### config.mk
export PLATFORM = sky130hd
export DESIGN_NAME = rc4_stream_cipher_core
export DESIGN_NICKNAME = d
export VERILOG_FILES = /design/src/hw/rtl/rc4_pkg.sv /design/src/hw/rtl/rc4_perm_store.sv /design/src/hw/rtl/rc4_stream_cipher_core.sv
export SDC_FILE = /design/constraint.sdc
export NUM_CORES = 2
export LEC_CHECK = 0
export BUFFER_PORTS_ARGS = -buffer_cell sky130_fd_sc_hd__clkbuf_2
export CORE_MARGIN = 5
export CORE_UTILIZATION = 55
export DETAILED_ROUTE_END_ITERATION = 10
export PLACE_DENSITY = 0.74
export SETUP_SLACK_MARGIN = 0.4
export SLEW_MARGIN = 5
export SYNTH_ARGS = -nofsm -noshare
export SYNTH_HDL_FRONTEND = slang
export SYNTH_HIERARCHICAL = 1
export SYNTH_SLANG_ARGS = --single-unit
### constraint.sdc
create_clock -name clk -period 15.3 [get_ports clk]
set_input_delay 1.53 -clock clk [delete_from_list [all_inputs] [get_ports clk]]
set_output_delay 1.53 -clock clk [all_outputs]
set_load 0.01 [all_outputs]
### src/hw/rtl/rc4_pkg.sv
package rc4_pkg;

	localparam int KEY_MAX = 256;
	localparam int KEY_AW = (KEY_MAX > 1) ? $clog2(KEY_MAX) : 1;
	localparam int KEY_CW = $clog2(KEY_MAX + 1);

	localparam int PERM_DEPTH = 256;
	localparam int PERM_AW = 8;

	// item selector carried on tuser
	localparam logic [1:0] MODE_KEY  = 2'd0;
	localparam logic [1:0] MODE_SKIP = 2'd1;
	localparam logic [1:0] MODE_DATA = 2'd2;

	// what the running step sequence belongs to
	localparam logic [1:0] KIND_KSA  = 2'd0;
	localparam logic [1:0] KIND_SKIP = 2'd1;
	localparam logic [1:0] KIND_DATA = 2'd2;

	localparam logic [2:0] ST_IDLE  = 3'd0;
	localparam logic [2:0] ST_ISSUE = 3'd1;
	localparam logic [2:0] ST_JREAD = 3'd2;
	localparam logic [2:0] ST_SWAP  = 3'd3;
	localparam logic [2:0] ST_OUT   = 3'd4;

	typedef logic [7:0] byte_t;

	typedef struct packed {
		logic                 en;
		logic [PERM_AW-1:0]   addr;
	} perm_rd_t;

	typedef struct packed {
		logic                 en;
		logic [PERM_AW-1:0]   addr;
		byte_t                data;
	} perm_wr_t;

endpackage

### src/hw/rtl/rc4_perm_store.sv
module rc4_perm_store (
	input  logic              clk,
	input  logic              arst_n,
	input  logic              clear,
	input  rc4_pkg::perm_rd_t rd_a,
	input  rc4_pkg::perm_rd_t rd_b,
	input  rc4_pkg::perm_wr_t wr,
	output rc4_pkg::byte_t    rd_a_data,
	output rc4_pkg::byte_t    rd_b_data
);
	import rc4_pkg::*;

	byte_t                  mem [PERM_DEPTH];
	logic [PERM_DEPTH-1:0]  valid_q;
	byte_t                  a_data_s1, b_data_s1;
	logic [PERM_AW-1:0]     a_addr_s1, b_addr_s1;
	logic                   a_valid_s1, b_valid_s1;

	// old data on a read of the entry being written
	always_ff @(posedge clk) begin
		if (wr.en) begin
			mem[wr.addr] <= wr.data;
		end
		if (rd_a.en) begin
			a_data_s1 <= mem[rd_a.addr];
			a_addr_s1 <= rd_a.addr;
		end
		if (rd_b.en) begin
			b_data_s1 <= mem[rd_b.addr];
			b_addr_s1 <= rd_b.addr;
		end
	end

	always_ff @(posedge clk or negedge arst_n) begin
		if (!arst_n) begin
			valid_q    <= '0;
			a_valid_s1 <= 1'b0;
			b_valid_s1 <= 1'b0;
		end else begin
			if (clear) begin
				valid_q <= '0;
			end else if (wr.en) begin
				valid_q[wr.addr] <= 1'b1;
			end
			if (rd_a.en) begin
				a_valid_s1 <= valid_q[rd_a.addr];
			end
			if (rd_b.en) begin
				b_valid_s1 <= valid_q[rd_b.addr];
			end
		end
	end

	// an entry never written since the last clear holds the identity
	assign rd_a_data = a_valid_s1 ? a_data_s1 : byte_t'(a_addr_s1);
	assign rd_b_data = b_valid_s1 ? b_data_s1 : byte_t'(b_addr_s1);

endmodule

### src/hw/rtl/rc4_stream_cipher_core.sv
// rc4 engine: key load, key schedule, keystream skip and data transform.
// data byte: result registered via the jread, swap and out states after its transfer; a
// new data byte waits until the last is through the read / read / swap sequence on the
// permutation memory and its result is not stalled. final key byte: runs the key schedule.
// skip of n steps: n keystream steps with no output. reset: asynchronous, no sweep of memory.
module rc4_stream_cipher_core (
	input  logic        clk,
	input  logic        arst_n,
	input  logic        s_tvalid,
	output logic        s_tready,
	input  logic [23:0] s_tdata,   // in_byte [7:0], skip_count [23:8]
	input  logic [1:0]  s_tuser,   // mode
	input  logic        s_tlast,   // key_last
	output logic        m_tvalid,
	input  logic        m_tready,
	output logic [7:0]  m_tdata    // out_byte
);
	import rc4_pkg::*;

	logic [2:0]         state_q;
	logic [1:0]         kind_q;
	byte_t              i_q, j_q;
	logic [15:0]        rem_q;
	logic [KEY_CW-1:0]  key_count_q, len_q;
	logic [KEY_AW-1:0]  k_q;
	logic               fwd_s1;
	byte_t              fwd_val_s1, key_data_s1;
	byte_t              si_q, sj_q, t_q, byte_q;
	logic               m_tvalid_q;
	byte_t              m_tdata_q;

	byte_t              key_mem [KEY_MAX];

	logic [1:0]         in_mode;
	byte_t              in_byte;
	logic [15:0]        in_skip;
	logic               accept, can_out, out_stall, ksa_end, step_done, cont, issue;
	logic               step_item, ksa_start, key_room;
	logic [KEY_CW-1:0]  key_len, k_inc;
	byte_t              i_next, si_eff, j_sum, t_addr, ks;

	perm_rd_t           rd_a, rd_b;
	perm_wr_t           wr;
	byte_t              rd_a_data, rd_b_data;

	assign in_mode = s_tuser;
	assign in_byte = s_tdata[7:0];
	assign in_skip = s_tdata[23:8];

	assign accept    = s_tvalid && s_tready;
	assign can_out   = !m_tvalid_q || m_tready;
	assign out_stall = (state_q == ST_OUT) && (kind_q == KIND_DATA) && !can_out;
	assign ksa_end   = (state_q == ST_OUT) && (kind_q == KIND_KSA) && (i_q == 8'hFF);
	assign step_done = (state_q == ST_OUT) &&
		((kind_q == KIND_DATA) || ((kind_q == KIND_SKIP) && (rem_q == 16'd1)));
	assign cont      = (state_q == ST_OUT) && !step_done && !ksa_end;
	assign s_tready  = (state_q == ST_IDLE) || (step_done && !out_stall);

	assign step_item = accept &&
		(((in_mode == MODE_SKIP) && (in_skip != 16'd0)) || (in_mode == MODE_DATA));
	assign ksa_start = accept && (in_mode == MODE_KEY) && s_tlast;
	assign issue     = step_item || cont || (state_q == ST_ISSUE);

	assign key_room = key_count_q < KEY_CW'(KEY_MAX);
	assign key_len  = key_count_q + KEY_CW'(key_room);
	assign k_inc    = KEY_CW'(k_q) + KEY_CW'(1);

	assign i_next = i_q + 8'd1;
	// the entry at the next i may still be in flight from the swap write
	assign si_eff = fwd_s1 ? fwd_val_s1 : rd_a_data;
	assign j_sum  = j_q + si_eff + ((kind_q == KIND_KSA) ? key_data_s1 : 8'd0);
	assign t_addr = si_q + rd_a_data;
	assign ks     = (t_q == i_q) ? sj_q : ((t_q == j_q) ? si_q : rd_b_data);

	always_comb begin
		rd_a.en   = issue || (state_q == ST_JREAD);
		rd_a.addr = (state_q == ST_JREAD) ? j_sum : i_next;
		rd_b.en   = (state_q == ST_SWAP);
		rd_b.addr = t_addr;
		wr.en     = (state_q == ST_SWAP) || ((state_q == ST_OUT) && !out_stall);
		wr.addr   = (state_q == ST_SWAP) ? i_q : j_q;
		wr.data   = (state_q == ST_SWAP) ? rd_a_data : si_q;
	end

	rc4_perm_store u_perm (
		.clk       (clk),
		.arst_n    (arst_n),
		.clear     (ksa_start),
		.rd_a      (rd_a),
		.rd_b      (rd_b),
		.wr        (wr),
		.rd_a_data (rd_a_data),
		.rd_b_data (rd_b_data)
	);

	always_ff @(posedge clk) begin
		if (accept && (in_mode == MODE_KEY) && key_room) begin
			key_mem[key_count_q[KEY_AW-1:0]] <= in_byte;
		end
		key_data_s1 <= key_mem[k_q];
	end

	always_ff @(posedge clk or negedge arst_n) begin
		if (!arst_n) begin
			state_q     <= ST_IDLE;
			kind_q      <= KIND_SKIP;
			i_q         <= '0;
			j_q         <= '0;
			rem_q       <= '0;
			key_count_q <= '0;
			len_q       <= KEY_CW'(1);
			k_q         <= '0;
			fwd_s1      <= 1'b0;
			m_tvalid_q  <= 1'b0;
		end else begin
			case (state_q)
				ST_IDLE: begin
					if (ksa_start) begin
						state_q <= ST_ISSUE;
					end else if (step_item) begin
						state_q <= ST_JREAD;
					end
				end
				ST_ISSUE: state_q <= ST_JREAD;
				ST_JREAD: state_q <= ST_SWAP;
				ST_SWAP:  state_q <= ST_OUT;
				ST_OUT: begin
					if (!out_stall) begin
						if (cont || step_item) begin
							state_q <= ST_JREAD;
						end else if (ksa_start) begin
							state_q <= ST_ISSUE;
						end else begin
							state_q <= ST_IDLE;
						end
					end
				end
				default: state_q <= ST_IDLE;
			endcase

			if (issue) begin
				i_q <= i_next;
			end
			if (state_q == ST_JREAD) begin
				j_q <= j_sum;
			end
			if (ksa_start) begin
				i_q <= 8'hFF;
				j_q <= '0;
			end
			if (ksa_end) begin
				i_q <= '0;
				j_q <= '0;
			end

			if (ksa_start) begin
				kind_q <= KIND_KSA;
			end else if (step_item) begin
				kind_q <= (in_mode == MODE_DATA) ? KIND_DATA : KIND_SKIP;
			end

			if (step_item) begin
				rem_q <= in_skip;
			end else if (cont && (kind_q == KIND_SKIP)) begin
				rem_q <= rem_q - 16'd1;
			end

			if (accept && (in_mode == MODE_KEY)) begin
				if (s_tlast) begin
					key_count_q <= '0;
				end else if (key_room) begin
					key_count_q <= key_count_q + KEY_CW'(1);
				end
			end

			// key index wraps at the loaded key length
			if (ksa_start) begin
				len_q <= key_len;
				k_q   <= '0;
			end else if (issue && (kind_q == KIND_KSA)) begin
				k_q <= (k_inc >= len_q) ? '0 : k_inc[KEY_AW-1:0];
			end

			fwd_s1 <= (state_q == ST_OUT) && (i_next == j_q);

			if ((state_q == ST_OUT) && (kind_q == KIND_DATA) && !out_stall) begin
				m_tvalid_q <= 1'b1;
			end else if (m_tready) begin
				m_tvalid_q <= 1'b0;
			end
		end
	end

	always_ff @(posedge clk) begin
		fwd_val_s1 <= si_q;
		if (state_q == ST_JREAD) begin
			si_q <= si_eff;
		end
		if (state_q == ST_SWAP) begin
			sj_q <= rd_a_data;
			t_q  <= t_addr;
		end
		if (accept) begin
			byte_q <= in_byte;
		end
		if ((state_q == ST_OUT) && (kind_q == KIND_DATA) && !out_stall) begin
			m_tdata_q <= byte_q ^ ks;
		end
	end

	assign m_tvalid = m_tvalid_q;
	assign m_tdata  = m_tdata_q;

endmodule

==> flow_summary.yaml <==
status:
  outcome: "complete, but fails checks"
  violations: "max-capacitance violations, max-slew violations"
route:
  wl_mm: 558.2
  viasPerCell: 7.218
  route.detailed.drc: 0
  postRouteAntennaNets: 0
  num_vias: 110700
  drtIter0Drc: 17590
  wire_per_inst_um: 36.40
  first_pass_iters: 6
die:
  die_x_um: 603.1
  fp.dieH_um: 603.1
  die_area_mm2: 0.3637
  initial_core_util: 0.5527
  core_mm2: 0.3500
  rows: 217
  ioPinCount: 41
worst_hold_path:
  holdPathStages: 0
  hp-class: "flip-flop to flip-flop"
logic_synthesis:
  synth_cells: 10320
  synth.most_common_cell: "edfxtp_1"
  ys_warn_count: 6
  synth.top_cell.area_share: 0.6470
  synth_ff_type: "edfxtp_1"
  ys_async_sr_fraction: 0.07167
  yosys-top-cells-count: "edfxtp_1 (4168), mux4_2 (1568), nor2_1 (1030)"
  synth_area_leader_cell: "edfxtp_1"
  synth-seq-cells: 4507
  synth.area.top_cells: "edfxtp_1 (65%), mux4_2 (18%), dfrtp_1 (4.2%)"
  netlist_area_mm2: 0.1934
  synth.avg_cell_area_um2: 18.75
  seq_area_frac_synth: 0.6905
  synth_cell_types: 86
  synthesis.nets: 10390
  synth-edff-count: 4168
setup_path:
  critical_path_class: "flip-flop to flip-flop"
  ff2ff_path_depth: 13
  cp.depth: 13
  worst-path-buf-inv: 4
  path_common_cell: "buf_4"
  crit_fanout: 87
  cp-end-kind: "flip-flop"
  worst_ep_required_time_ns: 16.02
  critPathLaunchType: "flip-flop"
  max_stage_delay_ns: 1.38
  path_cells: "or3b_2 -> inv_1 -> nand2_1 -> o21ai_4 -> buf_12 -> buf_4 -> buf_4 -> mux4_2 -> a22oi_1 -> a21oi_1 -> nor4_1 -> o22ai_1 -> or2_1"
  critPathTopFamily: "simple AND/OR/NAND/NOR gates"
  critical-path-slowest-cell: "nor4_1"
  worst_ep_arrival_time_ns: 8.98
timing:
  hold_viol: 0
  worst_slack_ns: 7.036
  setup_viol: 0
  tns_ns: 0
  rsz0062_at_grt: "false"
  max_freq_mhz: 121.0
  fin_skew_ns: 0.05866
  worstMarginPinSlew_ns: 1.717
  fin_crit_sh: 0.5401
  slew_violations: 2
  finalCriticalPeriod_ns: 8.264
  max_slew_margin: -0.1551
final_layout:
  final_nets: 10420
  drive_gt1_frac: 0.2558
  instances_no_fill: 15340
  area_growth_syn_to_layout_pct: 10.35
global_route:
  grt-ovfl-total: 0
  grt_use_total: 0.3029
  grt_pass1_vias: 111300
  antenna_found_initial: 13
  grt_pass1_wl_mm: 800.3
  grt_start_max_net_pins: 174
clocking:
  clkLatencyLatePin_ns: 1.02
  cts_hold_buffers: 0
  cts-buffers-inserted: 442
  path_clk_slew_ns: 0.06
  clockBufferDepth: 4
  cts_root_buffer: "clkbuf_16"
  cts.sinks: 4507
  cts_resized: 0
  htreeDepth: 5
  postCtsSetupBuffers: 0
  cts_tree: "built"
placed_design:
  globalplace.congestion: 0.9587
  dp_cells: 14500
  io_buffers: 40
  place_ws_ns: 7.308
  hpwl_mm: 336.1
job:
  maxCapViolations: 2
-- cell families (layout without fill, tap and decap cells) --
family | after synthesis | in the layout | synth area share
other cells | 0 | 13 | 0
xor+xnor | 79 | 79 | 0.003648
simple gates | 1596 | 1596 | 0.03568
mux | 1867 | 1867 | 0.1988
buf+inv | 798 | 1207 | 0.01778
flops | 4507 | 4507 | 0.6905
fa+ha+maj | 41 | 41 | 0.003001
compound gates | 1428 | 1428 | 0.05066
-- worst paths after layout --
check                           start                   to  slack, ns
setup / recovery           state_q[1]  u_perm/a_data_s1[3]       7.04
hold / removal                si_q[6]        fwd_val_s1[6]       0.45
setup reg to reg           state_q[1]  u_perm/a_data_s1[3]       7.04
hold reg to reg               si_q[6]        fwd_val_s1[6]       0.45
max in group asynchronous      arst_n   u_perm/valid_q[58]      13.01
min in group asynchronous      arst_n             rem_q[6]       0.54
-- through the flow --
| step | area [µm²] | util | hold WS [ns] |
|---|---|---|---|
| floorplan | 193400 | - | 0.3977 |
| global placement | 199100 | 0.5688 | 0.4333 |
| detailed placement | 199100 | 0.5689 | 0.4408 |
| CTS | 213400 | 0.6097 | 0.4507 |
| global route | 213400 | 0.6099 | 0.4746 |
| finish | 213500 | 0.6100 | 0.4508 |
-- cell usage in the layout, fill, tap and decap left out, types with 24 or more instances in the layout --
cell type,n
xnor2_1,46
a211oi_1,51
dfrtp_1,315
mux2i_1,243
nor3_1,31
o221ai_1,55
bufinv_16,40
mux2_2,50
o21ai_0,70
mux4_2,1568
edfxtp_1,4168
clkinv_1,92
clkbuf_16,447
ha_1,31
inv_1,35
nor2_1,1011
a22oi_1,619
a21oi_1,365
clkbuf_1,90
o22ai_1,82
buf_4,292
nand3_1,73
xor2_1,27
clkbuf_2,31
nand2b_1,24
nor4_1,62
a22o_1,33
clkinv_2,102
nand2_1,186
nand4_1,29
o21ba_2,30
-- per-layer routing --
metal / up-vias / wire (µm) / track usage
met3: 1828 / 68640 / 0.06998
met1: 57150 / 186900 / 0.3979
met2: 8645 / 263600 / 0.4735
met4: 11 / 38940 / 0.1690
met5: - / 120 / 0
li1: 43070 / - / -
-- state kept, by name, summed over array words and instances (netlist names), 9 cells and up --
name / flops
key_count_q: 9
key_mem: 2048
len_q: 9
rem_q: 16
u_perm/mem: 2048
u_perm/valid_q: 256
-- cell type report --
cell class	count	area [µm²]
antenna	13	32.53
sequential	4507	133600
tap	4599	5754
inverter	39	161.4
multi-input combinational	5011	56870
clock buffer	551	11720
timing repair buffer	348	2779
fill	23790	136500
clock inverter	269	2569
Power is not shown: default switching activity piles up to over one toggle a cycle in this logic, so the estimate is an artifact.
